## config.mk

```make
export PLATFORM = sky130hd
export DESIGN_NAME = mmpl_queue
export DESIGN_NICKNAME = d
export VERILOG_FILES = /design/src/mmpl_pkg.sv /design/src/mmpl_queue.sv
export SDC_FILE = /design/constraint.sdc
export NUM_CORES = 1
export LEC_CHECK = 0
export ABC_CLOCK_PERIOD_IN_PS = 2000
export BUFFER_PORTS_ARGS = -buffer_cell sky130_fd_sc_hd__buf_4
export CAP_MARGIN = 40
export CELL_PAD_IN_SITES_DETAIL_PLACEMENT = 1
export CELL_PAD_IN_SITES_GLOBAL_PLACEMENT = 2
export CORE_ASPECT_RATIO = 1.25
export CORE_MARGIN = 4
export CORE_UTILIZATION = 40
export CTS_BUF_LIST = sky130_fd_sc_hd__clkbuf_8
export DETAILED_ROUTE_END_ITERATION = 10
export PLACE_DENSITY_LB_ADDON = 0.25
export SLEW_MARGIN = 0
export SYNTH_ARGS = -nofsm -noshare
export SYNTH_HDL_FRONTEND = slang
export SYNTH_SLANG_ARGS = --single-unit
```

## constraint.sdc

```tcl
create_clock -name clk -period 2 [get_ports clk]
set_input_delay 0.4 -clock clk [delete_from_list [all_inputs] [get_ports clk]]
set_output_delay 0.4 -clock clk [all_outputs]
set_load 0.005 [all_outputs]
```

## src/mmpl_pkg.sv

```systemverilog
// Shared types, codes and defaults for the mixed-mode palette line expander.
// No dependencies; mmpl_queue, mmpl_front, mmpl_back and the top import this package.
package mmpl_pkg;

  // Default geometry and palette size
  localparam int SCREEN_WIDTH_DEF  = 220;
  localparam int SCREEN_LINES_DEF  = 176;
  localparam int PALETTE_DEPTH_DEF = 512;

  // Palette bases of the packed modes
  localparam int NIBBLE_BASE = 256;
  localparam int CRUMB_BASE  = 272;

  // Entries of the queue between front and back
  localparam int QUEUE_DEPTH = 4;

  // Request commands
  typedef enum logic [1:0] {
    CMD_PIXEL   = 2'd0,
    CMD_PAL_WR  = 2'd1,
    CMD_MODE_WR = 2'd2,
    CMD_RESTART = 2'd3
  } cmd_t;

  // Line-pair modes
  typedef enum logic [1:0] {
    MODE_BYTE   = 2'd0,
    MODE_NIBBLE = 2'd1,
    MODE_CRUMB  = 2'd2,
    MODE_NONE   = 2'd3
  } mode_t;

  // Work handed from front to back: a pixel byte or a palette write
  typedef struct packed {
    logic        is_pal_wr;
    mode_t       mode;
    logic [7:0]  data_byte;
    logic [8:0]  pal_index;
    logic [15:0] pal_value;
    logic [7:0]  line;
    logic        eol;
    logic        eof;
  } entry_t;

endpackage

```

## src/mmpl_queue.sv

```systemverilog
// Short register queue of work entries between the front and the back.
// Depends on mmpl_pkg for entry_t and QUEUE_DEPTH.
module mmpl_queue
  import mmpl_pkg::*;
(
  input  logic   clk,
  input  logic   rst,
  input  logic   push,
  input  entry_t push_entry,
  input  logic   pop,
  output entry_t head,
  output logic   head_valid,
  output logic   full
);

  localparam int PW = $clog2(QUEUE_DEPTH);
  localparam int CW = $clog2(QUEUE_DEPTH + 1);

  entry_t        slots [QUEUE_DEPTH];
  logic [PW-1:0] wr_ptr;
  logic [PW-1:0] rd_ptr;
  logic [CW-1:0] count;

  assign head       = slots[rd_ptr];
  assign head_valid = (count != '0);
  assign full       = (count == CW'(QUEUE_DEPTH));

  // Store pushed entries
  always_ff @(posedge clk) begin
    if (push) begin
      slots[wr_ptr] <= push_entry;
    end
  end

  // Advance pointers and occupancy
  always_ff @(posedge clk) begin
    if (rst) begin
      wr_ptr <= '0;
      rd_ptr <= '0;
      count  <= '0;
    end else begin
      if (push) begin
        wr_ptr <= wr_ptr + PW'(1);
      end
      if (pop) begin
        rd_ptr <= rd_ptr + PW'(1);
      end
      if (push && !pop) begin
        count <= count + CW'(1);
      end else if (pop && !push) begin
        count <= count - CW'(1);
      end
    end
  end

endmodule

```

==> reports/qor.yml <==
synthesis:
  yosysWarnings: 0
  syn_nets: 340
  netlist_instances: 284
  ys_ff_latch: 193
  ys_seq_area_share_pct: 80.0
  avgSynthCellArea_sq_um: 25.1
  syn_area_sq_um: 7130
  ys_types: 22
floorplanning:
  core_sq_um: 17500
  rows: 54
  ios: 98
  die_area_sq_um: 20000
  dieHeight_microns: 157
  start_util_pct: 40.7
  die_w_microns: 127
timing:
  setup_ws_ns: -0.195
  timing.slew.headroom_pct: 78.7
  finalSetupViolations: 46
  maxSlewViolCount: 0
  finalCritPeriodShare_pct: 110
  rsz0062_at_grt: "yes"
  fin_skew_ns: 0.00564
  fin_crit_ns: 2.19
  fin_tns_setup_ns: -6.90
  max_freq_ghz: 0.456
  tightest_slew_ns: 0.319
  finalHoldViolations: 0
  whs_ns: 0.143
clock_tree:
  cts_buffers: 17
  cts_hold_buf: 0
  cts_tree: "built"
  ctsLongestPathBuffers: 2
  clkSlewWorstSetupHoldPaths_ns: 0.09
  root_buffer: "clkbuf_8"
  cts.sinks: 193
  clock_latency_ns: 0.45
  h-tree-depth: 4
worst_setup_path:
  crit_slowest_cell: "mux4_2"
  cpPeakStageDelay_ns: 0.52
  critPathLaunchType: "flop"
  cp_max_fo: 6
  endpoint_kind: "primary output"
  critical_path_buf_inv_count: 3
  worstPathCellList: "buf_12 -> clkbuf_16 -> mux4_2 -> buf_6"
  required_ns: 1.60
  crit_family: "multiplexers"
  path_class: "reg -> out"
  arrival_ns: 1.79
placement:
  gp_congestion: 0.698
  dp_hpwl_microns: 8250
  place_ws_ns: 0.124
  port_buffers: 97
route:
  drcViolationCount: 0
  drtIter0Drc: 169
  dr.pass1.iters: 6
  wl_per_cell_microns: 21.3
  vias: 3170
  ant_nets: 0
  wl_microns: 13700
  detail_route.vias_per_cell: 4.93
global_routing:
  grt_pass1_wl_microns: 21100
  grt_antenna_before_repair: 1
  grt_start_max_net_pins: 47
  grt_pass1_vias: 3664
  grt_overflow_total: 0
  grt_usage_pct: 14.4
status:
  violations: "setup timing"
  run_status: "complete, but fails checks"
finish:
  layout_common_cells: "edfxtp_1 (184), buf_4 (53), buf_6 (48), mux4_2 (46), clkbuf_8 (17)"
  layout_commonest_cell: "edfxtp_1"
  nets: 462
  layout-drive-gt1-share_pct: 45.6
  diodes: 0
  final_core_util_pct: 50.9
  area_growth_pct: 24.9
power_and_ir_drop:
  p_per_area_nw_per_um2: 946
  leakage_nw: 3.02
  power_mw: 8.42
  vdd_ir_drop_max_mv: 0.476
run:
  maxCapViolCount: 0
hold_path:
  holdCritPathClass: "in -> reg"
==> flip-flops by register name, summed over array words and instances (netlist names), named ones only <==
register and cells:
count 3, rd_ptr 2, slots 184, wr_ptr 2
==> layout make-up <==
cell class	count	area (sq um)
fill	1572	8590
sequential	193	5710
multi-input combinational	76	1270
timing repair buffer	114	1220
tap	224	280
clock buffer	17	234
clock inverter	15	174
inverter	4	15.0
==> cells by family (layout without fill, tap and decap cells) <==
logic type	Yosys count	count (layout)	share of synthesized area (%)
compound gates	2	2	0.140
xor+xnor	5	5	0.614
fa+ha+maj	6	6	1.16
buf+inv	15	150	1.89
flops	193	193	80.0
mux	48	48	15.1
simple gates	15	15	1.05
==> path summary, 6_finish.rpt <==
check	start	to	slack (ns)	cells after the start
max	flop	head[3]	-0.19	4
min	push_entry[39]	slots[1][39]	0.14	1
min reg2reg	count[2]	count[2]	0.52	2
max reg2reg	count[0]	count[2]	0.52	4
==> stage by stage <==
stage / std cells / cell area [sq um]
floorplan: 284 / 7140
global placement: 604 / 8200
detailed placement: 604 / 8200
CTS: 643 / 8920
global route: 643 / 8900
finish: 643 / 8900
==> power breakdown <==
part / switching [mW] / internal [mW] / total, mW
combinational: 0.455 / 0.672 / 1.13
clock: 1.26 / 1.33 / 2.59
sequential: 0.0681 / 4.63 / 4.70
==> metal layers <==
layer  vias up  track usage [%]  wire length, microns  part of all wire, %
li1       1431                -                     -                    -
met2        61             25.2                  7550                   55
met4         2             5.62                   237                  1.7
met1      1657             16.7                  5290                   39
met3        19             4.45                   633                  4.6
met5         -                0                    13                0.095
==> worst register-to-register path, cell delays in order, from the launching register on <==
cell     delay [ns]
dfxtp_1        0.37
fa_1           0.45
xor2_1         0.17
or3_1          0.30
a21oi_1        0.14
==> synthesized netlist by cell type <==
| library cell | instances | area share (%) |
|---|---|---|
| xnor2_1 | 2 | 0.25 |
| mux2i_1 | 2 | 0.28 |
| dfxtp_1 | 9 | 2.5 |
| ha_1 | 5 | 0.88 |
| mux4_1 | 6 | 2.2 |
| fa_1 | 1 | 0.28 |
| xor2_1 | 3 | 0.37 |
| clkbuf_1 | 1 | 0.053 |
| and2_1 | 4 | 0.35 |
| or3_1 | 2 | 0.18 |
| clkbuf_2 | 1 | 0.070 |
| o21ai_0 | 1 | 0.070 |
| nor2_1 | 7 | 0.37 |
| mux4_2 | 40 | 13 |
| buf_2 | 4 | 0.28 |
| buf_6 | 1 | 0.16 |
| nor3b_1 | 1 | 0.11 |
| a21oi_1 | 1 | 0.070 |
| inv_1 | 4 | 0.21 |
| edfxtp_1 | 184 | 77 |
| buf_12 | 4 | 1.1 |
| nand2_1 | 1 | 0.053 |
==> what timing repair did <==
item,CTS,global route
buffers inserted,4,2
resized for setup,59,1
endpoints found under the hold margin,0,0
endpoints found under the setup margin,46,46
cloned,3,1
Note: power is estimated with default switching activity, not from simulation.
