--- src/mmpl_pkg.sv ---
// Shared types, codes and defaults for the mixed-mode palette line expander.
// No dependencies; mmpl_queue, mmpl_front, mmpl_back and the top import this package.
package mmpl_pkg;

  // Default geometry and palette size
  localparam int SCREEN_WIDTH_DEF  = 220;
  localparam int SCREEN_LINES_DEF  = 176;
  localparam int PALETTE_DEPTH_DEF = 512;

  // Palette bases of the packed modes
  localparam int NIBBLE_BASE = 256;
  localparam int CRUMB_BASE  = 272;

  // Entries of the queue between front and back
  localparam int QUEUE_DEPTH = 4;

  // Request commands
  typedef enum logic [1:0] {
    CMD_PIXEL   = 2'd0,
    CMD_PAL_WR  = 2'd1,
    CMD_MODE_WR = 2'd2,
    CMD_RESTART = 2'd3
  } cmd_t;

  // Line-pair modes
  typedef enum logic [1:0] {
    MODE_BYTE   = 2'd0,
    MODE_NIBBLE = 2'd1,
    MODE_CRUMB  = 2'd2,
    MODE_NONE   = 2'd3
  } mode_t;

  // Work handed from front to back: a pixel byte or a palette write
  typedef struct packed {
    logic        is_pal_wr;
    mode_t       mode;
    logic [7:0]  data_byte;
    logic [8:0]  pal_index;
    logic [15:0] pal_value;
    logic [7:0]  line;
    logic        eol;
    logic        eof;
  } entry_t;

endpackage

--- src/mmpl_in_if.sv ---
// Input request channel: valid/ready handshake with the command payload.
// Depends on nothing.
interface mmpl_in_if;
  logic        valid;
  logic        ready;
  logic [1:0]  cmd;
  logic [7:0]  data_byte;
  logic [8:0]  table_index;
  logic [15:0] table_value;

  modport source (output valid, cmd, data_byte, table_index, table_value, input ready);
  modport sink   (input valid, cmd, data_byte, table_index, table_value, output ready);
endinterface

--- src/mmpl_ram.sv ---
// Generic simple dual-port RAM: one write port, one read port, registered read.
// Depends on nothing.
module mmpl_ram #(
  parameter int WIDTH = 16,
  parameter int DEPTH = 512,
  localparam int AW = (DEPTH > 1) ? $clog2(DEPTH) : 1
) (
  input  logic             clk,
  input  logic             we,
  input  logic [AW-1:0]    waddr,
  input  logic [WIDTH-1:0] wdata,
  input  logic             re,
  input  logic [AW-1:0]    raddr,
  output logic [WIDTH-1:0] rdata
);

  logic [WIDTH-1:0] mem [DEPTH];

  // Write port
  always_ff @(posedge clk) begin
    if (we) begin
      mem[waddr] <= wdata;
    end
  end

  // Read port, data held while not enabled
  always_ff @(posedge clk) begin
    if (re) begin
      rdata <= mem[raddr];
    end
  end

endmodule

--- src/mmpl_front.sv ---
// Front part: takes requests, keeps line and byte counters and the mode table,
// classifies pixel bytes and forwards them and palette writes to the queue.
// Depends on mmpl_pkg, mmpl_in_if and mmpl_ram (mode table, instantiated here).
module mmpl_front
  import mmpl_pkg::*;
#(
  parameter int SCREEN_WIDTH  = SCREEN_WIDTH_DEF,
  parameter int SCREEN_LINES  = SCREEN_LINES_DEF,
  parameter int PALETTE_DEPTH = PALETTE_DEPTH_DEF
) (
  input  logic         clk,
  input  logic         rst,
  mmpl_in_if.sink      pix_in,
  input  logic         q_full,
  output logic         q_push,
  output entry_t       q_entry
);

  localparam int PER_LINE_BYTE   = SCREEN_WIDTH / 2;
  localparam int PER_LINE_PACKED = SCREEN_WIDTH / 4;
  localparam int BW              = $clog2(PER_LINE_BYTE);
  localparam int LW              = (SCREEN_LINES > 1) ? $clog2(SCREEN_LINES) : 1;
  localparam int MODE_DEPTH      = (SCREEN_LINES + 1) / 2;
  localparam int MAW             = (MODE_DEPTH > 1) ? $clog2(MODE_DEPTH) : 1;

  logic [LW-1:0]  line;
  logic [BW-1:0]  byte_cnt;
  mode_t          line_mode;
  logic           mode_ok;
  logic           fetch_pend;
  logic           clr_busy;
  logic [MAW-1:0] clr_addr;

  cmd_t           cmd;
  logic           accept;
  logic [BW:0]    per_line;
  logic           eol;
  logic           eof;
  logic           mode_wr_ok;
  logic           pal_wr_ok;
  logic           invalidate;

  logic           mt_we;
  logic [MAW-1:0] mt_waddr;
  logic [1:0]     mt_wdata;
  logic           mt_re;
  logic [MAW-1:0] mt_raddr;
  logic [1:0]     mt_rdata;

  // Classify the request
  assign cmd          = cmd_t'(pix_in.cmd);
  assign pix_in.ready = !clr_busy && mode_ok && !q_full;
  assign accept       = pix_in.valid && pix_in.ready;

  assign per_line = (line_mode == MODE_NIBBLE || line_mode == MODE_CRUMB)
                    ? (BW+1)'(PER_LINE_PACKED) : (BW+1)'(PER_LINE_BYTE);
  assign eol = ({1'b0, byte_cnt} + (BW+1)'(1)) >= per_line;
  assign eof = eol && (({1'b0, line} + (LW+1)'(1)) >= (LW+1)'(SCREEN_LINES));

  assign mode_wr_ok = (32'(pix_in.table_index) < 32'(MODE_DEPTH)) &&
                      (pix_in.table_value <= 16'(MODE_CRUMB));
  assign pal_wr_ok  = 32'(pix_in.table_index) < 32'(PALETTE_DEPTH);

  assign invalidate = accept && (cmd == CMD_MODE_WR || cmd == CMD_RESTART ||
                                 (cmd == CMD_PIXEL && eol));

  // Forward pixel bytes and in-range palette writes
  assign q_push = accept && (cmd == CMD_PIXEL || (cmd == CMD_PAL_WR && pal_wr_ok));
  always_comb begin
    q_entry.is_pal_wr = (cmd == CMD_PAL_WR);
    q_entry.mode      = line_mode;
    q_entry.data_byte = pix_in.data_byte;
    q_entry.pal_index = pix_in.table_index;
    q_entry.pal_value = pix_in.table_value;
    q_entry.line      = 8'(line);
    q_entry.eol       = eol;
    q_entry.eof       = eof;
  end

  // Mode table ports: clearing pass, then mode writes; reads fetch the current pair
  assign mt_we    = clr_busy || (accept && cmd == CMD_MODE_WR && mode_wr_ok);
  assign mt_waddr = clr_busy ? clr_addr : MAW'(pix_in.table_index);
  assign mt_wdata = clr_busy ? 2'(MODE_BYTE) : pix_in.table_value[1:0];
  assign mt_re    = !clr_busy && !mode_ok && !fetch_pend;
  assign mt_raddr = MAW'(line >> 1);

  mmpl_ram #(
    .WIDTH (2),
    .DEPTH (MODE_DEPTH)
  ) u_mode_table (
    .clk   (clk),
    .we    (mt_we),
    .waddr (mt_waddr),
    .wdata (mt_wdata),
    .re    (mt_re),
    .raddr (mt_raddr),
    .rdata (mt_rdata)
  );

  // Clear the mode table after reset
  always_ff @(posedge clk) begin
    if (rst) begin
      clr_busy <= 1'b1;
      clr_addr <= '0;
    end else if (clr_busy) begin
      clr_addr <= clr_addr + MAW'(1);
      if (clr_addr == MAW'(MODE_DEPTH - 1)) begin
        clr_busy <= 1'b0;
      end
    end
  end

  // Keep the mode of the current line; refetch after a line change or table write
  always_ff @(posedge clk) begin
    if (rst) begin
      mode_ok    <= 1'b0;
      fetch_pend <= 1'b0;
      line_mode  <= MODE_BYTE;
    end else if (!clr_busy) begin
      if (invalidate) begin
        mode_ok    <= 1'b0;
        fetch_pend <= 1'b0;
      end else if (fetch_pend) begin
        line_mode  <= mode_t'(mt_rdata);
        mode_ok    <= 1'b1;
        fetch_pend <= 1'b0;
      end else if (!mode_ok) begin
        fetch_pend <= 1'b1;
      end
    end
  end

  // Advance byte and line counters
  always_ff @(posedge clk) begin
    if (rst) begin
      line     <= '0;
      byte_cnt <= '0;
    end else if (accept) begin
      if (cmd == CMD_RESTART) begin
        line     <= '0;
        byte_cnt <= '0;
      end else if (cmd == CMD_PIXEL) begin
        if (eol) begin
          byte_cnt <= '0;
          line     <= eof ? '0 : line + LW'(1);
        end else begin
          byte_cnt <= byte_cnt + BW'(1);
        end
      end
    end
  end

endmodule

--- src/flat_wrapper.sv ---
// flat-port wrapper written by rule: the top's interface ports become plain ports
module mmpl_front_flat import mmpl_pkg::*;
#(
  parameter int SCREEN_WIDTH  = SCREEN_WIDTH_DEF,
  parameter int SCREEN_LINES  = SCREEN_LINES_DEF,
  parameter int PALETTE_DEPTH = PALETTE_DEPTH_DEF
)
  (clk, rst, q_full, q_push, q_entry, pix_in_valid, pix_in_cmd, pix_in_data_byte, pix_in_table_index, pix_in_table_value, pix_in_ready);
  mmpl_in_if pix_in_i ();
  input  logic clk;
  input  logic rst;
  input  logic q_full;
  output logic q_push;
  output entry_t q_entry;
  input wire logic [$bits(pix_in_i.valid)-1:0] pix_in_valid;
  input wire logic [$bits(pix_in_i.cmd)-1:0] pix_in_cmd;
  input wire logic [$bits(pix_in_i.data_byte)-1:0] pix_in_data_byte;
  input wire logic [$bits(pix_in_i.table_index)-1:0] pix_in_table_index;
  input wire logic [$bits(pix_in_i.table_value)-1:0] pix_in_table_value;
  output wire logic [$bits(pix_in_i.ready)-1:0] pix_in_ready;
  assign pix_in_i.valid = pix_in_valid;
  assign pix_in_i.cmd = pix_in_cmd;
  assign pix_in_i.data_byte = pix_in_data_byte;
  assign pix_in_i.table_index = pix_in_table_index;
  assign pix_in_i.table_value = pix_in_table_value;
  assign pix_in_ready = pix_in_i.ready;
  mmpl_front #(.SCREEN_WIDTH(SCREEN_WIDTH), .SCREEN_LINES(SCREEN_LINES), .PALETTE_DEPTH(PALETTE_DEPTH)) u_core (.clk(clk), .rst(rst), .pix_in(pix_in_i), .q_full(q_full), .q_push(q_push), .q_entry(q_entry));
endmodule
--- config.mk ---
export PLATFORM = sky130hd
export DESIGN_NAME = mmpl_front_flat
export DESIGN_NICKNAME = d
export VERILOG_FILES = /design/src/mmpl_pkg.sv /design/src/mmpl_in_if.sv /design/src/mmpl_ram.sv /design/src/mmpl_front.sv /design/src/flat_wrapper.sv
export SDC_FILE = /design/constraint.sdc
export NUM_CORES = 1
export LEC_CHECK = 0
export BUFFER_PORTS_ARGS = -buffer_cell sky130_fd_sc_hd__buf_2
export CAP_MARGIN = 10
export CORE_MARGIN = 2
export CORE_UTILIZATION = 30
export DETAILED_ROUTE_END_ITERATION = 10
export PLACE_DENSITY = 0.46
export SYNTH_ARGS = -nofsm -noshare
export SYNTH_HDL_FRONTEND = slang
export SYNTH_SLANG_ARGS = --single-unit
--- constraint.sdc ---
create_clock -name clk -period 3.7 [get_ports clk]
set_input_delay 0.185 -clock clk [delete_from_list [all_inputs] [get_ports clk]]
set_output_delay 0.185 -clock clk [all_outputs]
set_load 0.02 [all_outputs]
==> implementation parameters <==
Parameter                              Value

Power and ir drop
  Clock network fraction of total power    0.461
  Switching power total    approximately 1000 uW
  Flop pwr share    0.508
  Proportion of power drawn by combinational gates    0.031
  Standby leakage power    0.003596 uW
  Peak supply drop    about 0.25 mV
  Net switching fraction of the power    0.2047
  Overall power of the completed layout    between 4000 and 5000 uW
  Power density over the cells    approximately 460 mW/mm^2
  Internal portion of total power    3904 uW

Routing
  Wl on met1    slightly above 10000 um
  Average wire per standard cell    19.35 um
  Number of iterations in the first detailed-routing pass    5
  Detail Route met3 WL    between 800 and 900 um
  DRT Wirelength    around 23000 um
  Routed Antenna Nets    0
  Detailed-route DRC error count    0
  Via density    4.887
  DR vias    5703
  Initial detailed-routing violation count    about 340
  Wire length on met2    ~11000 um
  Uppermost layer routed    met4

Clock tree
  TritonCTS clock tree    yes
  Clock transition at the registers of the reported paths    about 0.05 ns
  Root buf cell    clkbuf_16
  Number of post-CTS setup repair buffers    0
  Hold buffer count at cts    0
  Number of instances resized during post-cts repair    0
  Number of clock buffers inserted by TritonCTS    25
  Htree depth    1
  Worst skew pair latency    ~0.51 ns
  Maximum root-to-sink buffer count    3
  Number of sinks handled by clock tree synthesis    around 210

Logic synthesis
  XOR/XNOR Fraction of Synth Area    0.01591
  Proportion of synthesized area in mux cells    0.1145
  Largest cells by area after synthesis    edfxtp_1, mux4_2, dfxtp_1, nor2_1, buf_4
  Complex-gate fraction of the synthesized area    0.06352
  Top cell type by total area after synthesis    edfxtp_1
  Count of different cell masters after synthesis    53
  Post-synthesis share of cell area spent on and, or, nand and nor gates    0.1114
  Synth top cells by count    edfxtp_1, nor2_1, nand2_1
  Number of warning messages in the yosys log    0
  Yosys reg bits    205
  Average cell area after synthesis    ~13 sq um
  Area of the mapped netlist    about 0.0094 sq mm
  Syn Nets    between 700 and 800
  EDFF count, synth    between 150 and 200
  Share of Yosys cell area claimed by the top area cell type    0.5713
  Post-synthesis sequential area ratio    0.6290
  Adder and majority gate portion of the synthesized area    0.01605
  Cell with the most instances after synthesis    edfxtp_1
  Primary flip-flop cell chosen by synthesis mapping    edfxtp_1
  Async set-or-reset flop fraction in the synthesized netlist    0
  Dominant combinational cell family by area after synthesis    multiplexers
  Gate count after technology mapping    around 700

STA
  Final Max Tran Viols    0
  Worst setup slack after layout    approximately 0.70 ns
  Number of hold violations in the final report    0
  Final worst path period share    0.8117
  RSZ-0062 raised after global routing    false
  Actual slew at the worst max-slew pin    ~0.9 ns
  Maximum clock frequency    around 330 MHz
  Setup TNS    0 ns
  Final Skew    ~0.0075 ns
  Final setup fails    0
  Final critical-path required period    ~3.0 ns
  Relative max-transition margin    0.4015

Place
  Post-Place Cell Area    0.009957 sq mm
  Placement-stage worst setup slack    0.8339 ns
  Routability-driven placement congestion ratio    about 0.75
  Detailed-placement wirelength estimate    approximately 15000 um
  Number of port buffers    70

Critical path
  Launch point of the critical path    u_core.byte_cnt[0]
  Endpoint kind of the worst setup timing path    primary output
  Worst reg2reg path depth    10
  Worst Path Max Fanout    4
  Reg2reg end    u_core.line[5]
  Category of the worst setup path launch point    flip-flop
  Start of the worst register-to-register path    u_core.byte_cnt[0]
  Data required time of the worst path    3.51 ns
  Critical path endpoint    q_entry[0]
  Crit Path Class    flip-flop to primary output
  Arrival time at the worst endpoint    ~2.8 ns
  Setup slack of the most critical reg-to-reg path    about 0.97 ns

GRT
  Grt total ovfl    0
  Via count of the first global-routing pass    5929
  Initial antenna violation count    0
  Pin count of the biggest net entering global routing    a little under 90
  Wire length of the first global-routing pass    34890 um
  Combined global-route utilization of all metal layers    0.1378

Run
  Reported max-cap violation count    0

Run status
  Result of the run    complete, no violations

Layout
  Antenna cell count    0
  Cell area after layout    between 0.01 and 0.015 sq mm
  Total Nets Final    804
  Share of layout cells above drive strength 1    0.2153
  Synthesis-to-layout area growth    14.58%

Floorplan
  Io pins    87
  DIE HEIGHT    roughly 180 um
  Die extent in x    ~180 um
  Die Outline Area    between 0.03 and 0.04 sq mm
  Initial standard-cell utilization of the core    0.3051
  Core ar.    between 0.03 and 0.04 sq mm
  Number of core rows    64

Min path
  Path type of the worst min-delay path    input port to flip-flop
worst max-delay path, stage by stage (launching register included):
cell	delay, ns
dfxtp_1	0.41
ha_1	0.23
and3_1	0.23
nand3_1	0.12
xnor2_1	0.16
ha_1	0.28
o21ai_0	0.08
a221o_1	0.36
and2_4	0.20
nor2_1	0.09
buf_2	0.16
layer usage:
layer / vias up / global-route usage
met4: 0 / 0.03484
li1: 2703 / -
met2: 103 / 0.2394
met1: 2863 / 0.1810
met3: 34 / 0.01981
met5: - / 0
placed cells by master (no fill, tap or decap), types with 3 or more instances in the layout:
cell type / n
mux2i_1: 26
mux4_2: 34
and3_1: 6
a31oi_1: 4
nor2_1: 129
clkbuf_16: 26
o21ai_0: 17
nand2b_1: 4
inv_1: 18
a22oi_1: 6
ha_1: 12
a21oi_1: 13
nand3_1: 19
nor4_1: 4
mux2_2: 4
dfxtp_1: 26
nor3_1: 6
o32ai_1: 4
buf_4: 15
clkbuf_1: 8
xnor2_1: 7
o2111ai_1: 3
edfxtp_1: 178
o211ai_1: 5
clkinv_1: 5
nand2_1: 49
buf_2: 70
clkinv_2: 4
xor2_1: 10
nand4_1: 6
nor2b_1: 4
o221ai_1: 7
o22ai_1: 7
kinds of logic after synthesis:
logic type,Yosys count
DFF,205
AOI/OAI and AO/OA,84
muxes,64
buffers and inverters,80
adders and majority gates,12
and+or+nand+nor,240
xor gates and xnor gates,17
state kept, by name (all words and copies together) (netlist names):
signal / count
u_core.u_mode_table.mem: 176
u_core.line: 8
u_core.byte_cnt: 7
u_core.clr_addr: 7
u_core.line_mode: 2
u_core.u_mode_table.rdata: 2
u_core.clr_busy: 1
u_core.fetch_pend: 1
u_core.mode_ok: 1
per-stage QoR:
stage / util / hold slack [ns] / cells
2_1_floorplan: - / 0.2643 / 702
3_3_place_gp: 0.3247 / 0.3702 / 1122
3_5_place_dp: 0.3247 / 0.3702 / 1122
4_1_cts: 0.3495 / 0.03763 / 1167
5_1_grt: 0.3495 / 0.04739 / 1167
6_report: 0.3495 / 0.04083 / 1167
final cells by class:
class | count | area [sq um]
clock inverters | 10 | 68.82
well taps | 396 | 495.5
flip-flops and latches | 205 | 5889
clock buffers | 35 | 694.4
multi-input cells | 417 | 3022
fillers | 3002 | 19950
repair buffers | 86 | 483.0
inverters | 18 | 67.56
power by group through the flow:
stage          Combinational, uW  Sequential, uW  Clock, uW
2_1_floorplan                113            2540          0
3_3_place_gp                 153            2540          0
3_5_place_dp                 153            2540          0
4_1_cts                      153            2490       2310
5_1_grt                      164            2490       2410
6_report                     152            2490       2260
how the worst min path moves through the flow:
stage / slack (ns) / end / depth (start not counted) / start
2_1_floorplan: 0.26 / u_core.mode_ok / 1 / rst
3_3_place_gp: 0.37 / q_entry[35] / 0 / pix_in_data_byte[0]
3_5_place_dp: 0.37 / q_entry[35] / 0 / pix_in_data_byte[0]
4_1_cts: 0.04 / u_core.line_mode[0] / 2 / rst
5_1_grt: 0.05 / u_core.clr_addr[0] / 2 / rst
6_report: 0.04 / u_core.clr_addr[2] / 2 / rst
No activity file was read; power rests on OpenSTA's default activity.
