<file path="src/mmpl_pkg.sv">
// Shared types, codes and defaults for the mixed-mode palette line expander.
// No dependencies; mmpl_queue, mmpl_front, mmpl_back and the top import this package.
package mmpl_pkg;

  // Default geometry and palette size
  localparam int SCREEN_WIDTH_DEF  = 220;
  localparam int SCREEN_LINES_DEF  = 176;
  localparam int PALETTE_DEPTH_DEF = 512;

  // Palette bases of the packed modes
  localparam int NIBBLE_BASE = 256;
  localparam int CRUMB_BASE  = 272;

  // Entries of the queue between front and back
  localparam int QUEUE_DEPTH = 4;

  // Request commands
  typedef enum logic [1:0] {
    CMD_PIXEL   = 2'd0,
    CMD_PAL_WR  = 2'd1,
    CMD_MODE_WR = 2'd2,
    CMD_RESTART = 2'd3
  } cmd_t;

  // Line-pair modes
  typedef enum logic [1:0] {
    MODE_BYTE   = 2'd0,
    MODE_NIBBLE = 2'd1,
    MODE_CRUMB  = 2'd2,
    MODE_NONE   = 2'd3
  } mode_t;

  // Work handed from front to back: a pixel byte or a palette write
  typedef struct packed {
    logic        is_pal_wr;
    mode_t       mode;
    logic [7:0]  data_byte;
    logic [8:0]  pal_index;
    logic [15:0] pal_value;
    logic [7:0]  line;
    logic        eol;
    logic        eof;
  } entry_t;

endpackage

</file>
<file path="src/mmpl_out_if.sv">
// Output pixel channel: valid/ready handshake with one pixel and its flags.
// Depends on nothing.
interface mmpl_out_if;
  logic        valid;
  logic        ready;
  logic [15:0] pixel_color;
  logic [7:0]  screen_line;
  logic        last_of_item;
  logic        end_of_line;
  logic        end_of_frame;

  modport source (output valid, pixel_color, screen_line, last_of_item, end_of_line,
                  end_of_frame, input ready);
  modport sink   (input valid, pixel_color, screen_line, last_of_item, end_of_line,
                  end_of_frame, output ready);
endinterface

</file>
<file path="src/mmpl_back.sv">
// Back part: carries out queued work, writing the palette or reading it once
// per output pixel; the palette read register is the output register.
// Depends on mmpl_pkg and mmpl_out_if; drives the palette RAM ports.
module mmpl_back
  import mmpl_pkg::*;
#(
  parameter int PALETTE_DEPTH = PALETTE_DEPTH_DEF,
  localparam int PAW = $clog2(PALETTE_DEPTH)
) (
  input  logic            clk,
  input  logic            rst,
  input  entry_t          head,
  input  logic            head_valid,
  output logic            q_pop,
  output logic            pal_we,
  output logic [PAW-1:0]  pal_waddr,
  output logic [15:0]     pal_wdata,
  output logic            pal_re,
  output logic [PAW-1:0]  pal_raddr,
  input  logic [15:0]     pal_rdata,
  mmpl_out_if.source      pix_out
);

  logic [1:0] k;
  logic       out_valid;
  logic [7:0] out_line;
  logic       out_last;
  logic       out_eol;
  logic       out_eof;

  logic       advance;
  logic       issue;
  logic       px_issue;
  logic [1:0] k_last;
  logic       last;
  logic [9:0] rd_index;

  assign advance  = !out_valid || pix_out.ready;
  assign issue    = advance && head_valid;
  assign px_issue = issue && !head.is_pal_wr;
  assign k_last   = (head.mode == MODE_NIBBLE || head.mode == MODE_CRUMB) ? 2'd3 : 2'd1;
  assign last     = (k == k_last);
  assign q_pop    = issue && (head.is_pal_wr || last);

  // Palette index of pixel k of the byte
  always_comb begin
    unique case (head.mode)
      MODE_NIBBLE: rd_index = 10'(NIBBLE_BASE) +
                              10'(k[1] ? head.data_byte[3:0] : head.data_byte[7:4]);
      MODE_CRUMB:  rd_index = 10'(CRUMB_BASE) +
                              10'(head.data_byte[3'(6) - {k, 1'b0} +: 2]);
      default:     rd_index = 10'(head.data_byte);
    endcase
  end

  assign pal_re    = px_issue;
  assign pal_raddr = PAW'(rd_index);
  assign pal_we    = issue && head.is_pal_wr;
  assign pal_waddr = PAW'(head.pal_index);
  assign pal_wdata = head.pal_value;

  // Step through the pixels of the head byte
  always_ff @(posedge clk) begin
    if (rst) begin
      k <= '0;
    end else if (px_issue) begin
      k <= last ? 2'd0 : k + 2'd1;
    end
  end

  // Hold the output flags alongside the palette read data
  always_ff @(posedge clk) begin
    if (rst) begin
      out_valid <= 1'b0;
    end else if (advance) begin
      out_valid <= px_issue;
    end
  end

  always_ff @(posedge clk) begin
    if (px_issue) begin
      out_line <= head.line;
      out_last <= last;
      out_eol  <= last && head.eol;
      out_eof  <= last && head.eof;
    end
  end

  assign pix_out.valid        = out_valid;
  assign pix_out.pixel_color  = pal_rdata;
  assign pix_out.screen_line  = out_line;
  assign pix_out.last_of_item = out_last;
  assign pix_out.end_of_line  = out_eol;
  assign pix_out.end_of_frame = out_eof;

endmodule

</file>
<file path="src/flat_wrapper.sv">
// flat-port wrapper written by rule: the top's interface ports become plain ports
module mmpl_back_flat import mmpl_pkg::*;
#(
  parameter int PALETTE_DEPTH = PALETTE_DEPTH_DEF,
  localparam int PAW = $clog2(PALETTE_DEPTH)
)
  (clk, rst, head, head_valid, q_pop, pal_we, pal_waddr, pal_wdata, pal_re, pal_raddr, pal_rdata, pix_out_valid, pix_out_pixel_color, pix_out_screen_line, pix_out_last_of_item, pix_out_end_of_line, pix_out_end_of_frame, pix_out_ready);
  mmpl_out_if pix_out_i ();
  input  logic clk;
  input  logic rst;
  input  entry_t head;
  input  logic head_valid;
  output logic q_pop;
  output logic pal_we;
  output logic [PAW-1:0] pal_waddr;
  output logic [15:0] pal_wdata;
  output logic pal_re;
  output logic [PAW-1:0] pal_raddr;
  input  logic [15:0] pal_rdata;
  output wire logic [$bits(pix_out_i.valid)-1:0] pix_out_valid;
  output wire logic [$bits(pix_out_i.pixel_color)-1:0] pix_out_pixel_color;
  output wire logic [$bits(pix_out_i.screen_line)-1:0] pix_out_screen_line;
  output wire logic [$bits(pix_out_i.last_of_item)-1:0] pix_out_last_of_item;
  output wire logic [$bits(pix_out_i.end_of_line)-1:0] pix_out_end_of_line;
  output wire logic [$bits(pix_out_i.end_of_frame)-1:0] pix_out_end_of_frame;
  input wire logic [$bits(pix_out_i.ready)-1:0] pix_out_ready;
  assign pix_out_valid = pix_out_i.valid;
  assign pix_out_pixel_color = pix_out_i.pixel_color;
  assign pix_out_screen_line = pix_out_i.screen_line;
  assign pix_out_last_of_item = pix_out_i.last_of_item;
  assign pix_out_end_of_line = pix_out_i.end_of_line;
  assign pix_out_end_of_frame = pix_out_i.end_of_frame;
  assign pix_out_i.ready = pix_out_ready;
  mmpl_back #(.PALETTE_DEPTH(PALETTE_DEPTH)) u_core (.clk(clk), .rst(rst), .head(head), .head_valid(head_valid), .q_pop(q_pop), .pal_we(pal_we), .pal_waddr(pal_waddr), .pal_wdata(pal_wdata), .pal_re(pal_re), .pal_raddr(pal_raddr), .pal_rdata(pal_rdata), .pix_out(pix_out_i));
endmodule
</file>
<file path="config.mk">
export PLATFORM = sky130hd
export DESIGN_NAME = mmpl_back_flat
export DESIGN_NICKNAME = d
export VERILOG_FILES = /design/src/mmpl_pkg.sv /design/src/mmpl_out_if.sv /design/src/mmpl_back.sv /design/src/flat_wrapper.sv
export SDC_FILE = /design/constraint.sdc
export NUM_CORES = 1
export LEC_CHECK = 0
export ABC_AREA = 1
export BUFFER_PORTS_ARGS = -buffer_cell sky130_fd_sc_hd__buf_2
export CORE_AREA = 5 5 67 69
export CTS_CLUSTER_SIZE = 12
export DETAILED_ROUTE_END_ITERATION = 12
export DIE_AREA = 0 0 72 74
export GPL_TIMING_DRIVEN = 0
export HOLD_SLACK_MARGIN = 0.06
export PLACE_DENSITY = 0.74
export SYNTH_ARGS = -nofsm -noshare
export SYNTH_HDL_FRONTEND = slang
export SYNTH_SLANG_ARGS = --single-unit
export TNS_END_PERCENT = 50
</file>
<file path="constraint.sdc">
create_clock -name clk -period 1.1 [get_ports clk]
set_clock_uncertainty 0.05 [all_clocks]
set_input_delay 0.165 -clock clk [delete_from_list [all_inputs] [get_ports clk]]
set_output_delay 0.165 -clock clk [all_outputs]
set_load 0.005 [all_outputs]
</file>
==> metrics, run 1 <==
outcome finished with violations; failing checks negative setup slack; Adder-Cell Fraction of Synth Area approximately 2.4%; first-pass GRT wire length between 4 and 5 mm; Seq/Total Area, Yosys between 30% and 40%; WL/cell 11.0 um; Core Box Area a little under 0.004 mm2; cell area power density just under 900 mW/mm2; Final Hold Viols 0; Tightest Hold Check Type primary input to flop; WS Path Type flop to output port; Data required, critical path between 0.8 and 0.9 ns; clk root buf clkbuf_8; final period utilization 122%; io pins about 130; Async S/R FF share, synth 0%; max-slew violation count 0; final setup violating endpoints 11; clk_lat worst skew roughly 0.24 ns; syn_area_per_cell 7.79 um2; H-tree level count 1; Post-Synthesis Cells roughly 140; Die X slightly above 70 um; vias in the first global route between 1k and 1.5k; site row count 23; number of synthesized flops with an enable pin 11; largest net degree at the start of global routing 12; Arr. time, crit path about 1.1 ns; Sink Count 14; Routed WL between 3 and 4 mm; Slowest-stage cell, CP dfxtp_4; Worst Max-Slew Pin Slew ~0.17 ns; Post-Synth Simple-Gate Area about 18%; Peak VDD IR between 0.3 and 0.4 mV; post-synth cell types 18; CTS Buf Count 3; DRT iter0 DRCs 29; Net Count, Synth 203; Rel. slew slack roughly nine tenths; mux share of post-synthesis cell area 0%; R2R depth 4; Vias 1148; P_leak around 1.1 nW; top fanout value on the critical path 7; total area of sequential cells between 300 and 400 um2; crit path time final about 1.3 ns; CP top delay family flip-flops; IO buf count about 90; gr usage total between 10 and 15%; area leader, netlist edfxtp_1; crit-path most repeated cell nand2_1; GR Overflow Total 0; CTS tree yes; initial antenna violation count 0; count leader, synth buf_4; Synth top area share a little under a third; Critical Path Stages 8; worst-case clock buffer depth 2; Detail Route Antenna Nets 0; share of layout cells above drive strength 1 between 60% and 70%; Cell Chain, Critical Path inv_6, nand2_2, nand2_1, nand2_1, nand2_1, nand2_1, nand2_1, buf_2; final core utilization between 40% and 50%; total area of multi-input combinational cells approximately 340 um2; # nets final just over 300; Final Wtd Congestion 0.750; register bit total from synthesis 14; Filler cells roughly 380; top achievable clock speed 0.748 GHz; ys flop type edfxtp_1; Initial Utilization between 20% and 30%; top cells by area, synth edfxtp_1, buf_4, nand2_1, inv_1, dfxtp_1; DP Worst Slack -0.289 ns; crit path capture type output port; Commonest cells post-synth buf_4, nand2_1, inv_1; largest family of logic cells by synthesized area buffers and inverters; vias per cell 3.96; Synth Warn # 0; hpwl dp around 2.8 mm; clock slew at reported path FFs approximately 0.050 ns; setup ws final -0.237 ns; Buf+Inv Stages, Crit Path 2; First-pass DRT Iterations 4; post-synthesis compound-gate area fraction under 10%; post-synthesis cell area 0.00105 mm2; Die Y approximately 74 um; die area between 0.005 and 0.006 mm2; RSZ-0062 raised after global routing yes; Slowest Stage Delay on Critical Path ~0.42 ns; Synth Area in XOR/XNOR 0%; MaxCap Viol Count 0; hold depth 3; Area Growth Syn to Fin 75.6%; Startpoint Class flop; drt drc 0; antenna cells 0
[state kept, by name, indices dropped and copies added (netlist names)]
name                         cells
u_core.pix_out.last_of_item      1
u_core.pix_out.end_of_frame      1
u_core.k                         2
u_core.pix_out.valid             1
u_core.pix_out.screen_line       8
u_core.pix_out.end_of_line       1
[worst paths after layout]
kind                                     start  slack, ns                                       to
min                                        rst       0.13                 u_core.k[1]$_SDFFE_PP0P_
max                   u_core.k[1]$_SDFFE_PP0P_      -0.24                             pal_raddr[0]
min reg2reg           u_core.k[0]$_SDFFE_PP0P_       0.46                 u_core.k[0]$_SDFFE_PP0P_
max reg2reg  u_core.pix_out.valid$_SDFFE_PP0P_       0.05  u_core.pix_out.screen_line[1]$_DFFE_PP_
[area by class of cell]
class,instances,share of cell area (%)
plain buffers,42,17.3
clock buffers,4,2.98
well taps,50,3.39
inverters,23,5.08
repair buffers,101,31.5
flip-flops and latches,14,21.5
multi-input cells,56,18.2
[layer usage]
| metal | GRT usage [%] | up-vias | part of all wire [%] |
|---|---|---|---|
| li1 | - | 579 | - |
| met4 | 3.76 | 0 | 0.38 |
| met5 | 0 | - | 0 |
| met1 | 11.8 | 483 | 35 |
| met3 | 3.24 | 2 | 14 |
| met2 | 21.0 | 84 | 51 |
[where the power goes]
part           leakage [nW]  internal (mW)  switching, mW
clock                0.0288          0.316          0.164
sequential            0.130          0.598         0.0149
combinational         0.903          0.324          0.224
[through the flow]
stage | cells | power (mW) | hold WS, ns | TNS, ns | area (um2)
floorplan | 135 | 0.878 | 0.214 | -0.000326 | 1070
global placement | 274 | 1.08 | 0.292 | -2.33 | 1580
detailed placement | 274 | 1.09 | 0.294 | -2.55 | 1580
CTS | 289 | 1.64 | 0.124 | -1.34 | 1800
global route | 290 | 1.75 | 0.147 | -2.01 | 1850
finish | 290 | 1.64 | 0.127 | -1.33 | 1850
[logic make-up (layout without fill, tap and decap cells)]
family | count (synthesis) | after routing
DFF | 14 | 14
buffers and inverters | 65 | 170
AOI/OAI and AO/OA | 8 | 8
and+or+nand+nor | 46 | 46
adders and majority gates | 2 | 2
[cells in the final DEF, fill, tap and decap left out, types with 3 or more instances in the layout]
cell,count
nand2_1,28
edfxtp_1,11
buf_4,44
nor2_1,4
dlygate4sd3_1,8
inv_1,19
clkbuf_8,4
buf_2,86
buf_6,4
nand2_2,6
a21oi_2,3
[repair_timing]
item	in CTS	in global routing
endpoints found under the setup margin	23	22
hold endpoints to repair	8	0
resized for setup	22	9
pin swaps	5	4
setup buffers	3	1
hold buffers	8	0
[worst reg2reg max path, stage by stage, from the launching register on]
cell and delay, ns:
dfxtp_2 0.32, nand2_2 0.08, nand3_2 0.10, inv_4 0.09
buf_8 0.14
(Power assumes the default switching activity.)
==> run 2, diff against run 1 <==
Settings changed: CORE_AREA 5 5 67 69 to 5 5 61 63, DIE_AREA 0 0 72 74 to 0 0 66 68, PLACE_DENSITY 0.74 to 0.84.
Clock period 1.1 ns to 1.6 ns, I/O delays scaled along.
==> run 2 against run 1 <==
Effect of this change:
- the run now ends clean
- setup slack better by 0.32 ns
- sequential share of layout area up 2.6 points
- routed wire length down 12%
- sequential power down 32%
- critical endpoint is now q_pop
- largest power group unchanged
==> metrics, run 2 (synthesis results as in run 1) <==
most frequent cells in the layout buf_2, buf_4, nand2_1; vias in the first global route around 990; io pins roughly 130; antenna cells 0; Routed WL 2.81 mm; worst-case clock buffer depth 2; H-tree level count 1; dpl cells 270; first-pass GRT wire length approximately 3.7 mm; CTS Buf Count 3; WHS approximately 0.083 ns; GR Overflow Total 0; top achievable clock speed around 0.66 GHz; Largest register FFs 8; site row count 21; Area Growth Syn to Fin 56.0%; Filler cells approximately 300; total area of sequential cells between 300 and 400 um2; Final Hold Viols 0; Tightest Hold Check Type primary input to flop; setup TNS 0 ns; total area of multi-input combinational cells around 280 um2; Sink Count 14; switching pwr roughly 0.25 mW; internal power roughly 0.7 mW; WS Path Type primary input to output port; Pwr Total roughly 0.94 mW; hpwl dp 2.44 mm; WL/cell 10.2 um; cell area power density roughly 570 mW/mm2; P_leak about 0.98 nW; hold depth 1; IO buf count 89; R2R depth 4; Hold Crit Endpoint u_core.pix_out.screen_line[5]$_DFFE_PP_; clk_lat worst skew about 0.27 ns; share of layout cells above drive strength 1 between 60% and 70%; final period utilization between 90% and 100%; GRT busiest layer met2; vias per cell ~4; Startpoint Class primary input; CTS tree yes; global-route met3 utilization 2.46%; GR Util met1 under 10%; worst hold path startpoint head[7]; largest net degree at the start of global routing 12; final setup violating endpoints 0; die area roughly 0.0045 mm2; Die X 66 um; Worst Max-Slew Pin Slew 0.216 ns; # nets final 300; Reg power frac 44.6%; clk root buf clkbuf_4; reg-to-reg setup timing slack around 0.31 ns; Core Box Area between 0.003 and 0.004 mm2; met2 global-route usage slightly above 20%; Arr. time, crit path about 1.2 ns; Critical R2R Capture u_core.pix_out.end_of_line$_DFFE_PP_; Data required, critical path 1.31 ns; Peak VDD IR about 0.15 mV; Die Y ~68 um; Detail Route Antenna Nets 0; Final Non-Filler Cells 277; initial antenna violation count 0; Comb pwr share roughly 34%; drt drc 0; Cell Chain, Critical Path buf_2, inv_1, ha_4, buf_6, nand2_1, nand3_2, a21oi_2, buf_2; Slowest Stage Delay on Critical Path 0.22 ns; crit path time final roughly 1.5 ns; Slowest-stage cell, CP ha_4; Clock power frac approximately a fifth; First-pass DRT Iterations 4; launch point of the worst reg-to-reg path u_core.pix_out.valid$_SDFFE_PP0P_; DRT iter0 DRCs 37; clock slew at reported path FFs about 0.080 ns; gr usage total between 10 and 15%; top fanout value on the critical path 10; MaxCap Viol Count 0; most common cell after layout, fill and taps aside buf_2; Sw Ratio a little over a quarter; Initial Utilization about a third; Rel. slew slack a little under nine tenths; Vias between 1k and 1.5k; crit-path most repeated cell buf_2; max-slew violation count 0; Final Wtd Congestion between 0.8 and 0.9; outcome completed; crit path capture type output port
[run 2: cell types whose count changed in the layout (fill, tap and decap cells not counted), moves of 3 or more]
cell           change
buf_2              +3
nand2_2            -5
dlygate4sd3_1      -6
clkbuf_8           -4
buf_6              -3
nand2_1            +6
clkbuf_4           +3
[run 2: power by group through the flow]
| stage | logic (mW) | clock network [mW] | registers, mW |
|---|---|---|---|
| floorplan | 0.167 | 0 | 0.428 |
| global placement | 0.300 | 0 | 0.426 |
| detailed placement | 0.307 | 0 | 0.427 |
| CTS | 0.313 | 0.205 | 0.418 |
| global route | 0.358 | 0.226 | 0.419 |
| finish | 0.322 | 0.197 | 0.418 |
[run 2: layout make-up]
type                            count  share of cell area (%)
Buffer                             42                    19.5
Clock buffer                        3                    1.37
Clock inverter                      1                   0.229
Inverter                           23                    5.65
Multi-Input combinational cell     56                    16.9
Sequential cell                    14                    24.0
Tap cell                           46                    3.51
Timing Repair Buffer               92                    28.9
[run 2: worst max-delay path by stage]
stage	endpoint	depth (start not counted)	from
finish	q_pop	8	head[43]
global route	pal_raddr[3]	4	u_core.k[1]$_SDFFE_PP0P_
CTS	q_pop	8	head[43]
detailed placement	q_pop	8	head[43]
global placement	q_pop	8	head[43]
floorplan	q_pop	6	head[43]
[run 2: worst max-delay path: cells and delay by family]
family / cells / cell delay (ns)
buffers and inverters: 4 / 0.45
adder cells (fa/ha/maj): 1 / 0.22
AND/OR/NAND/NOR: 2 / 0.18
AO/OA/AOI/OAI: 1 / 0.13
[run 2: repair_timing]
action                                  4_1_cts  5_1_grt
cloned                                        0        0
pin swaps                                     0        0
buffers inserted                              1        0
resized for setup                             3        5
hold buffers                                  0        2
endpoints found under the hold margin         0        2
endpoints found under the setup margin        3        4
[run 2: layer usage]
metal | wire length (um) | part of all wire (%) | vias up
met5 | 0 | 0 | -
met4 | 25 | 0.89 | 0
met3 | 331 | 12 | 2
met2 | 1550 | 55 | 80
met1 | 907 | 32 | 467
li1 | - | - | 562
[run 2: metrics by stage]
stage                     setup slack [ns]  area (um2)  utilization (%)
after floorplan                      0.262        1050                -
after global placement             0.00139        1550             48.9
after detailed placement           -0.0164        1550             48.9
after CTS                          0.00159        1600             50.2
after global routing              -0.00227        1640             51.6
final                               0.0819        1640             51.6
==> run 3, diff against run 2 <==
--- a/config.mk
+++ b/config.mk
@@ -8,11 +8,11 @@
 export ABC_AREA = 1
 export BUFFER_PORTS_ARGS = -buffer_cell sky130_fd_sc_hd__buf_2
-export CORE_AREA = 5 5 61 63
+export CORE_AREA = 5 5 67 69
 export CTS_CLUSTER_SIZE = 12
 export DETAILED_ROUTE_END_ITERATION = 12
-export DIE_AREA = 0 0 66 68
+export DIE_AREA = 0 0 72 74
 export GPL_TIMING_DRIVEN = 0
 export HOLD_SLACK_MARGIN = 0.06
-export PLACE_DENSITY = 0.84
+export PLACE_DENSITY = 0.74
 export SYNTH_ARGS = -nofsm -noshare
 export SYNTH_HDL_FRONTEND = slang
==> constraint.sdc (replaced) <==
create_clock -name clk -period 1.3 [get_ports clk]
set_clock_uncertainty 0.05 [all_clocks]
set_input_delay 0.195 -clock clk [delete_from_list [all_inputs] [get_ports clk]]
set_output_delay 0.195 -clock clk [all_outputs]
set_load 0.05 [all_outputs]
==> run 3 against run 2 <==
Effect of this change:
- the run now ends with negative setup slack left
- utilization down 3.0 points
- final cell count rose by 1.1%
- count of clock-buffer cells in the layout stayed put
- sequential power up 24%
- critical endpoint unchanged
- critical path depth unchanged
==> metrics, run 3 (synthesis results as in run 1) <==
outcome finished with violations; failing checks negative setup slack; initial antenna violation count 0; Final Wtd Congestion 0.706; io pins approximately 130; Slowest Stage Delay on Critical Path between 0.2 and 0.3 ns; P_leak around 1.0 nW; cell area power density roughly 960 mW/mm2; clk root buf clkbuf_8; Rel. slew slack roughly 80%; Die Y around 74 um; Core Box Area between 0.003 and 0.004 mm2; largest net degree at the start of global routing 12; top fanout value on the critical path 10; Cell Chain, Critical Path buf_6, inv_12, ha_4, buf_8, nand2_1, nand3_4, a21oi_4, buf_6; setup ws final -0.203 ns; clock slew at reported path FFs roughly 0.050 ns; hpwl dp about 2.9 mm; final setup violating endpoints 6; Tightest Hold Check Type primary input to flop; Sink Count 14; antenna cells 0; Data required, critical path ~1.1 ns; Routed WL 3.26 mm; CP top delay family buffers and inverters; max-slew violation count 0; final core utilization 48.5%; dpl cells 274; Final Non-Filler Cells between 200 and 300; Peak VDD IR roughly 0.38 mV; DR top layer met4; Met3 Routed Length between 400 and 500 um; WL/cell approximately 12 um; CTS tree yes; drt drc 0; Vias 1123; # nets final roughly 300; Initial Utilization a little over a quarter; Area Growth Syn to Fin 78.1%; die area between 0.005 and 0.006 mm2; vias in the first global route around 1.2k; crit-path most repeated cell buf_6; WHS around 0.08 ns; top achievable clock speed 0.665 GHz; MaxCap Viol Count 0; First-pass DRT Iterations 4; final period utilization 116%; final instance area about 0.0019 mm2; crit path time final roughly 1.5 ns; H-tree level count 1; DRT iter0 DRCs 43; Startpoint Class primary input; Slowest-stage cell, CP ha_4; routed wl met2 approximately 1.6 mm; Buf+Inv Stages, Crit Path 4; Detail Route Antenna Nets 0; Die X 72 um; Worst Max-Slew Pin Slew 0.304 ns; gr usage total between 10% and 20%; Pwr Total approximately 1.8 mW; Filler cells 384; crit path capture type output port; dpl cell area roughly 0.0017 mm2; WL met1 ~1.1 mm; Final Hold Viols 0; Arr. time, crit path 1.26 ns; most frequent cells in the layout buf_2, buf_4, nand2_1; clk_lat worst skew ~0.24 ns; first-pass GRT wire length about 4.9 mm; site row count 23; share of layout cells above drive strength 1 between 70% and 80%; GR Overflow Total 0; IO buf count 89; WS Path Type primary input to output port; worst-case clock buffer depth 2; CTS Buf Count 3; RSZ-0062 raised after global routing yes; vias per cell about 4; Largest register FFs 8; most common cell after layout, fill and taps aside buf_2
-- run 3: cell count changes in the layout (fill, tap and decap cells not counted), sizes merged --
cell         delta
buf             +1
dlygate4sd3     -2
-- run 3: per-layer routing --
| layer | up-vias | GRT usage (%) |
|---|---|---|
| met5 | - | 0 |
| met4 | 0 | 3.76 |
| met3 | 2 | 3.65 |
| met2 | 81 | 21.4 |
| met1 | 480 | 12.6 |
| li1 | 560 | - |
-- run 3: path summary, 6_finish.rpt --
check,cells after the start,to,start,slack [ns]
setup / recovery,8,q_pop,head[43],-0.20
hold / removal,1,u_core.pix_out.screen_line[7]$_DFFE_PP_,head[9],0.08
setup reg to reg,4,u_core.pix_out.screen_line[1]$_DFFE_PP_,u_core.pix_out.valid$_SDFFE_PP0P_,0.12
hold reg to reg,2,u_core.k[0]$_SDFFE_PP0P_,u_core.k[0]$_SDFFE_PP0P_,0.45
-- run 3: timing repair --
item	CTS	global route
endpoints found under the setup margin	12	12
pin swaps	2	7
hold buffers	0	0
resized for setup	29	20
buffers inserted	2	0
-- run 3: area by class of cell --
| cell class | instances | area, um2 | share of cell area (%) |
|---|---|---|---|
| Timing Repair Buffer | 91 | 547 | 29.2 |
| Sequential cell | 14 | 402 | 21.5 |
| Multi-Input combinational cell | 56 | 385 | 20.6 |
| Buffer | 42 | 323 | 17.2 |
| Inverter | 23 | 108 | 5.75 |
| Tap cell | 50 | 62.6 | 3.34 |
| Clock buffer | 3 | 41.3 | 2.21 |
| Clock inverter | 1 | 3.75 | 0.201 |
-- run 3: worst reg2reg max path, cell delays in order (launching register included) --
cell and delay (ns):
dfxtp_4 0.34, nand2_4 0.09, nand3_4 0.10, clkinvlp_4 0.11, buf_4 0.19
-- run 3: power by group --
part	internal (mW)	leakage [nW]	switching, mW	total (mW)
Combinational	0.309	0.882	0.624	0.934
Sequential	0.504	0.130	0.0130	0.517
Clock	0.208	0.0231	0.139	0.347
-- run 3: per-stage QoR --
stage / setup TNS [ns] / setup WS (ns)
6_report: -0.855 / -0.203
5_1_grt: -1.27 / -0.248
4_1_cts: -0.911 / -0.196
3_5_place_dp: -2.50 / -0.373
3_3_place_gp: -2.32 / -0.372
2_1_floorplan: -2.16 / -0.276
